--- src/hdl/seven_segment_scan_driver_assert.svh ---
// Assertion macros for the seven-segment scan driver.
`ifndef SEVEN_SEGMENT_SCAN_DRIVER_ASSERT_SVH
`define SEVEN_SEGMENT_SCAN_DRIVER_ASSERT_SVH

// Same-cycle implication, checked outside reset.
`define SSD_ASSERT_NOW(label, ante, cons) \
  label: assert property (@(posedge clk) disable iff (rst) (ante) |-> (cons)) \
    else $error("seven-segment scan driver check failed");

// Next-cycle implication, checked outside reset.
`define SSD_ASSERT_NEXT(label, ante, cons) \
  label: assert property (@(posedge clk) disable iff (rst) (ante) |=> (cons)) \
    else $error("seven-segment scan driver check failed");

`endif

--- src/hdl/ssd_pkg.sv ---
// Shared constants, command codes and constant-divide helpers for the scan driver.
package ssd_pkg;

  typedef enum logic [2:0] {
    CMD_TICK   = 3'd0,
    CMD_NUMBER = 3'd1,
    CMD_TIME   = 3'd2,
    CMD_OPEN   = 3'd3,
    CMD_DONE   = 3'd4,
    CMD_BLANK  = 3'd5,
    CMD_SET    = 3'd6
  } cmd_t;

  localparam int unsigned NUM_DIGITS = 4;
  localparam int unsigned SEG_COUNT  = 7;
  localparam logic [4:0]  SCAN_LAST  = 5'd27;

  localparam logic [3:0] GLYPH_O     = 4'd0;
  localparam logic [3:0] GLYPH_S     = 4'd5;
  localparam logic [3:0] GLYPH_BLANK = 4'd10;
  localparam logic [3:0] GLYPH_P     = 4'd11;
  localparam logic [3:0] GLYPH_E     = 4'd12;
  localparam logic [3:0] GLYPH_N     = 4'd13;
  localparam logic [3:0] GLYPH_D     = 4'd14;
  localparam logic [3:0] GLYPH_T     = 4'd15;

  localparam logic [6:0] SEG_DARK = 7'h7f;

  localparam logic [6:0] GLYPH_ROM [16] = '{
    7'h3f, 7'h30, 7'h5b, 7'h79, 7'h74, 7'h6d, 7'h6f, 7'h38,
    7'h7f, 7'h7d, 7'h00, 7'h5e, 7'h4f, 7'h3e, 7'h73, 7'h47
  };

  // reciprocal multipliers, exact for any 16-bit dividend
  localparam logic [15:0] DIV10_MUL   = 16'd52429;  // >> 19
  localparam logic [16:0] DIV100_MUL  = 17'd83887;  // >> 23
  localparam logic [16:0] DIV1000_MUL = 17'd67109;  // >> 26
  localparam logic [16:0] DIV60_MUL   = 17'd69906;  // >> 22
  localparam logic [16:0] DIV600_MUL  = 17'd111849; // >> 26
  localparam logic [15:0] DIV6_MUL    = 16'd43691;  // >> 18

  function automatic logic [12:0] div10(input logic [15:0] x);
    logic [31:0] p;
    p = 32'(x) * 32'(DIV10_MUL);
    return p[31:19];
  endfunction

  function automatic logic [9:0] div100(input logic [15:0] x);
    logic [32:0] p;
    p = 33'(x) * 33'(DIV100_MUL);
    return p[32:23];
  endfunction

  function automatic logic [6:0] div1000(input logic [15:0] x);
    logic [32:0] p;
    p = 33'(x) * 33'(DIV1000_MUL);
    return p[32:26];
  endfunction

  function automatic logic [10:0] div60(input logic [15:0] x);
    logic [32:0] p;
    p = 33'(x) * 33'(DIV60_MUL);
    return p[32:22];
  endfunction

  function automatic logic [6:0] div600(input logic [15:0] x);
    logic [32:0] p;
    p = 33'(x) * 33'(DIV600_MUL);
    return p[32:26];
  endfunction

  function automatic logic [3:0] mod10(input logic [15:0] x);
    logic [15:0] r;
    r = x - 16'(div10(x)) * 16'd10;
    return r[3:0];
  endfunction

  function automatic logic [3:0] mod6(input logic [15:0] x);
    logic [31:0] p;
    logic [15:0] r;
    p = 32'(x) * 32'(DIV6_MUL);
    r = x - 16'(p[31:18]) * 16'd6;
    return r[3:0];
  endfunction

  // scan position of a count 0..27
  function automatic logic [1:0] scan_pos(input logic [4:0] c);
    logic [1:0] p;
    if (c >= 5'd21) begin
      p = 2'd3;
    end else if (c >= 5'd14) begin
      p = 2'd2;
    end else if (c >= 5'd7) begin
      p = 2'd1;
    end else begin
      p = 2'd0;
    end
    return p;
  endfunction

endpackage

--- src/hdl/seven_segment_scan_driver.sv ---
// Pipeline of 3 register stages: input register, reciprocal-multiply quotients, digit/state
// update into the result register. Throughput one item per cycle while result_ready is
// high; the ready chain lets bubbles close while the result is stalled. rst (synchronous,
// active high) empties the pipeline, clears glyphs to 0000, the scan count to 0, the drive
// to dark, and selects two minute digits.
module seven_segment_scan_driver
  import ssd_pkg::*;
(
  input  logic        clk,
  input  logic        rst,
  input  logic        cfg_write_en,
  input  logic        cfg_write_data,
  input  logic        item_valid,
  output logic        item_ready,
  input  logic [2:0]  cmd,
  input  logic [15:0] value,
  output logic        result_valid,
  input  logic        result_ready,
  output logic [3:0]  anode_lines,
  output logic [6:0]  cathode_lines
);

  logic        minute_pair;

  logic        s1_valid;
  logic [2:0]  s1_cmd;
  logic [15:0] s1_value;

  logic        s2_valid;
  logic [2:0]  s2_cmd;
  logic [15:0] s2_value;
  logic [12:0] q10;
  logic [9:0]  q100;
  logic [6:0]  q1000;
  logic [10:0] q60;
  logic [6:0]  q600;

  logic        en1, en2, en3;

  logic [3:0]  glyph_store [NUM_DIGITS];
  logic [3:0]  glyph_next  [NUM_DIGITS];
  logic [4:0]  scan_count, scan_count_next;
  logic [3:0]  anode_drive, anode_drive_next;
  logic [6:0]  cathode_drive, cathode_drive_next;

  logic [3:0]  d0, d1, d2, d3, s1_digit, m0, m1;
  logic [4:0]  tick_count;
  logic [1:0]  tick_pos;
  logic [2:0]  tick_seg;
  logic [6:0]  tick_pattern;

  assign en3        = !result_valid || result_ready;
  assign en2        = !s2_valid || en3;
  assign en1        = !s1_valid || en2;
  assign item_ready = en1;

  always_ff @(posedge clk) begin
    if (rst) begin
      minute_pair <= 1'b1;
    end else if (cfg_write_en) begin
      minute_pair <= cfg_write_data;
    end
  end

  // input register
  always_ff @(posedge clk) begin
    if (rst) begin
      s1_valid <= 1'b0;
    end else if (en1) begin
      s1_valid <= item_valid;
    end
  end

  always_ff @(posedge clk) begin
    if (en1 && item_valid) begin
      s1_cmd   <= cmd;
      s1_value <= value;
    end
  end

  // quotient stage
  always_ff @(posedge clk) begin
    if (rst) begin
      s2_valid <= 1'b0;
    end else if (en2) begin
      s2_valid <= s1_valid;
    end
  end

  always_ff @(posedge clk) begin
    if (en2 && s1_valid) begin
      s2_cmd   <= s1_cmd;
      s2_value <= s1_value;
      q10      <= div10(s1_value);
      q100     <= div100(s1_value);
      q1000    <= div1000(s1_value);
      q60      <= div60(s1_value);
      q600     <= div600(s1_value);
    end
  end

  // digits
  always_comb begin
    d0       = 4'(s2_value - 16'(q10) * 16'd10);
    d1       = mod10(16'(q10));
    d2       = mod10(16'(q100));
    d3       = mod10(16'(q1000));
    s1_digit = mod6(16'(q10));
    m0       = mod10(16'(q60));
    m1       = (q600 == 7'd0) ? GLYPH_BLANK : mod10(16'(q600));
  end

  // scan step
  always_comb begin
    tick_count   = (scan_count >= SCAN_LAST) ? 5'd0 : scan_count + 5'd1;
    tick_pos     = scan_pos(tick_count);
    tick_seg     = 3'(tick_count - 5'(tick_pos) * 5'd7);
    tick_pattern = GLYPH_ROM[glyph_store[~tick_pos]];
  end

  always_comb begin
    glyph_next         = glyph_store;
    scan_count_next    = scan_count;
    anode_drive_next   = anode_drive;
    cathode_drive_next = cathode_drive;
    if (s2_valid && en3) begin
      case (s2_cmd)
        CMD_TICK: begin
          scan_count_next    = tick_count;
          anode_drive_next   = 4'd0;
          cathode_drive_next = SEG_DARK;
          if (tick_pattern[tick_seg]) begin
            anode_drive_next   = 4'(1 << tick_pos);
            cathode_drive_next = SEG_DARK & ~7'(1 << tick_seg);
          end
        end
        CMD_NUMBER: begin
          glyph_next = '{d0, d1, d2, d3};
        end
        CMD_TIME: begin
          if (minute_pair) begin
            glyph_next = '{d0, s1_digit, m0, m1};
          end else begin
            glyph_next = '{d0, s1_digit, GLYPH_BLANK, m0};
          end
        end
        CMD_OPEN:  glyph_next = '{GLYPH_N, GLYPH_E, GLYPH_P, GLYPH_O};
        CMD_DONE:  glyph_next = '{GLYPH_E, GLYPH_N, GLYPH_O, GLYPH_D};
        CMD_BLANK: glyph_next = '{GLYPH_BLANK, GLYPH_BLANK, GLYPH_BLANK, GLYPH_BLANK};
        CMD_SET:   glyph_next = '{GLYPH_BLANK, GLYPH_T, GLYPH_E, GLYPH_S};
        default: begin
        end
      endcase
    end
  end

  always_ff @(posedge clk) begin
    if (rst) begin
      glyph_store   <= '{4'd0, 4'd0, 4'd0, 4'd0};
      scan_count    <= 5'd0;
      anode_drive   <= 4'd0;
      cathode_drive <= SEG_DARK;
    end else begin
      glyph_store   <= glyph_next;
      scan_count    <= scan_count_next;
      anode_drive   <= anode_drive_next;
      cathode_drive <= cathode_drive_next;
    end
  end

  // result register
  always_ff @(posedge clk) begin
    if (rst) begin
      result_valid <= 1'b0;
    end else if (en3) begin
      result_valid <= s2_valid;
    end
  end

  always_ff @(posedge clk) begin
    if (en3 && s2_valid) begin
      anode_lines   <= anode_drive_next;
      cathode_lines <= cathode_drive_next;
    end
  end

  `include "seven_segment_scan_driver_assert.svh"

  `SSD_ASSERT_NOW(a_scan_range, 1'b1, scan_count <= SCAN_LAST)
  `SSD_ASSERT_NOW(a_one_anode, 1'b1, $onehot0(anode_drive))
  `SSD_ASSERT_NOW(a_dark_pairs, anode_drive == 4'd0, cathode_drive == SEG_DARK)
  `SSD_ASSERT_NOW(a_lit_one_seg, anode_drive != 4'd0, $countones(cathode_drive) == 6)
  `SSD_ASSERT_NEXT(a_stall_hold, result_valid && !result_ready && s2_valid, s2_valid)

endmodule
--- config.mk ---
export PLATFORM = sky130hd
export DESIGN_NAME = seven_segment_scan_driver
export DESIGN_NICKNAME = d
export VERILOG_FILES = /design/src/hdl/ssd_pkg.sv /design/src/hdl/seven_segment_scan_driver.sv
export VERILOG_INCLUDE_DIRS = /design/src /design/src/hdl
export SDC_FILE = /design/constraint.sdc
export NUM_CORES = 2
export LEC_CHECK = 0
export BUFFER_PORTS_ARGS = -buffer_cell sky130_fd_sc_hd__buf_2
export CORE_UTILIZATION = 65
export DETAILED_ROUTE_END_ITERATION = 8
export PLACE_DENSITY = 0.94
export SLEW_MARGIN = 10
export SYNTH_ARGS = -nofsm -noshare
export SYNTH_HDL_FRONTEND = slang
export SYNTH_SLANG_ARGS = --single-unit
export TNS_END_PERCENT = 100
--- constraint.sdc ---
create_clock -name clk -period 8.9 [get_ports clk]
set_clock_uncertainty 0.2 [all_clocks]
set_input_delay 1.335 -clock clk [delete_from_list [all_inputs] [get_ports clk]]
set_output_delay 1.335 -clock clk [all_outputs]
set_load 0.05 [all_outputs]
==> impl_results.md <==
- Outcome: finished, violations left
- Failing checks: DRC
- TritonCTS Buffers: 17
- Count of pins on the block boundary: 38
- Starting DRC count in detailed routing: 2266
- Final setup violation count: 0
- Highest clock rate: 122 MHz
- Overall track demand over capacity in global routing: 37.3%
- Crit Path Max Fanout: 11
- Pin count of the biggest net entering global routing: 56
- Worst Setup End Kind: register
- Portion of synthesized cell area occupied by the leading cell type: 33.2%
- Final hold vios: 0
- Final critical path time including I/O delays and setup: 8.17 ns
- Placeable core area: 49400 um2
- Total of hold buffers inserted after clock tree synthesis: 0
- Layout cells sized above 1: 4.23%
- Most used cells in the layout excluding fill and tap cells: ha_1, inv_1, fa_1
- Via count of the first global-routing pass: 27300
- Startpoint of the worst setup timing path: s1_value[5]
- Total Wirelength: 91700 um
- Routed via count: 24500
- Number of routed nets with antenna violations: 0
- Slew at the pin closest to its max-slew limit: 1.02 ns
- Average footprint of a synthesized cell: 10.3 um2
- Total standard cell area after synthesis: 32800 um2
- Area added between synthesis and finish: 5.09%
- Via density per instance: 6.26
- Critical R2R Capture: q1000[6]
- TritonCTS clock tree: done
- Buffers on Ports: 37
- Wire length of the first global-routing pass: 145000 um
- Flops & latches, synth: 121
- Source of the worst register-to-register timing path: s1_value[5]
- Synthesized netlist net count: 4574
- DPL Wire Length: 73000 um
- Leading cell type in the layout, fill and taps excluded: ha_1
- GPL Wtd Cong: 1.06
- Most frequently used flop master after synthesis: edfxtp_1
- Headroom to the max-slew limit: 31.8%
- Post-synthesis cell type count: 96
- Count of instances resized after the clock tree is built: 0
- Share of the clock period used by the worst path after layout: 91.8%
- # Max-Cap Violations: 0
- Cells after synthesis: 3174
- FF-to-FF path depth: 21
- Initial Utilization: 66.5%
- Number of buffers inserted by post-CTS setup repair: 0
- Share of the yosys chip area belonging to registers: 9.97%
- Unrepaired setup endpoints after global routing: false
- Chip Height: 227 um
- Cell type contributing the most total cell area after synthesis: ha_1
- Critical Path Sink: q1000[6]
- Pre-Repair DR Iteration Count: 9
- R2r setup slk: 0.73 ns
- DRC viols: 3
- Total clock sinks: 121
- Total of warnings raised by yosys: 0
- Antenna violations before repair: 0
- Maximum buffer depth of the clock tree: 2
- Clk pin slew, worst setup/hold paths: 0.07 ns
- Hold/Removal Path Class: reg -> reg
- Skew-Pair Late Insertion Delay: 0.46 ns
- DIE WIDTH: 227 um
- Average wire length per cell after detail routing: 23.5 um
- Fin. max-slew vios: 0
- Inserted Diodes: 0
- Row count: 81
- Data required, critical path: 8.92 ns
- GR Overflow Total: 0
- Overall die area: 51400 um2
- Proportion of register bits with asynchronous set or reset after synthesis: 0%
- Root buffer cell: clkbuf_16
- Critical path arrival: 8.19 ns
- # H-tree levels: 4
- Number of synthesized flops with an enable pin: 85
- Setup TNS after final layout: 0 ns
- Synth area leaders: ha_1, fa_1, inv_1
- Setup crit start kind: register
- Worst setup path category: reg -> reg
- Number of nets in the finished design: 4629
[sequential cells by signal, indices dropped and copies added (netlist names), 5 cells and up]
name           count
glyph_store       16
q100              10
q1000              7
s1_value          16
q60               11
q600               7
scan_count         5
cathode_drive      7
q10               13
cathode_lines      7
[through the flow]
stage	instances	util [%]	setup slack (ns)	hold WS [ns]	area (um2)
3_5_place_dp	3874	68.7	1.56	0.207	33900
4_1_cts	3906	69.9	1.12	0.236	34500
6_report	3906	69.9	0.727	0.238	34500
5_1_grt	3906	69.9	0.746	0.236	34500
3_3_place_gp	3874	68.7	1.62	0.218	33900
2_1_floorplan	3174	-	2.21	0.200	32800
[final cells by class]
cell class,count,area [um2]
clock inverter,10,75.1
fill,3123,14900
timing repair buffer,60,358
clock buffer,22,507
sequential,121,3270
tap,664,831
multi-input combinational,2171,26200
inverter,858,3220
[routing by layer]
metal / GRT usage, % / up-vias / wire (um)
li1: - / 10500 / -
met1: 41.1 / 11700 / 31900
met2: 60.8 / 1589 / 42500
met3: 10.7 / 641 / 9190
met4: 28.7 / 0 / 8180
met5: 0 / - / 0
[worst min path at each step]
stage | end | cells past startpoint | slack (ns) | start
global placement | s2_cmd[0] | 0 | 0.22 | s1_cmd[0]
global route | s2_cmd[1] | 0 | 0.24 | s1_cmd[1]
CTS | s2_cmd[1] | 0 | 0.24 | s1_cmd[1]
detailed placement | s2_cmd[1] | 0 | 0.21 | s1_cmd[1]
floorplan | s2_cmd[0] | 0 | 0.20 | s1_cmd[0]
finish | s2_cmd[1] | 0 | 0.24 | s1_cmd[1]
[synthesized netlist by cell type (all sizes together), types with 4 or more instances]
library cell  number
o32a               6
or3                7
nor3              28
o31ai              5
a21oi             92
edfxtp            85
dfxtp             36
mux2i              9
clkbuf            15
ha               870
o2111ai            5
o21a              21
o21bai             7
o21ai             57
nand4             15
nand3             31
inv              856
nand2             69
a31o               6
o22ai             11
o32ai              6
o22a               4
xor2              25
nor3b              7
and3              15
o211a              5
a211oi            16
or2               13
a2111oi           11
fa               505
and2               6
o41ai              4
xnor2             74
nor4               8
nor2b             21
buf                9
o221ai             4
o211ai             6
a211o              4
a21o              32
nand2b            18
a221oi             9
a31oi              9
nor2              82
[critical path, stage by stage (launching register included)]
cell and delay, ns:
edfxtp_1 0.85, inv_1 0.32, ha_1 0.51, inv_1 0.24, ha_1 0.31, ha_1 0.35, inv_1 0.08, fa_1 0.49
inv_1 0.07, fa_1 0.50, ha_1 0.32, ha_1 0.34, a21o_1 0.21, a21oi_1 0.21, nor2b_1 0.08, o21ai_0 0.41
o2111ai_1 0.29, a2111oi_0 0.77, nor3_1 0.16, a2111oi_0 0.82, o21bai_1 0.20, and2_1 0.22
[logic make-up after synthesis]
group	count (synthesis)	synth area share (%)
adder cells (fa/ha/maj)	1377	64.0
buffers and inverters	882	10.2
AO/OA/AOI/OAI	350	7.48
AND/OR/NAND/NOR	332	5.22
flip-flops	121	9.97
XOR/XNOR	100	2.71
multiplexers	12	0.377
Power is left out: the tool's default activity adds up to more than one toggle a clock period on the data nets, which glitch-free logic cannot reach.
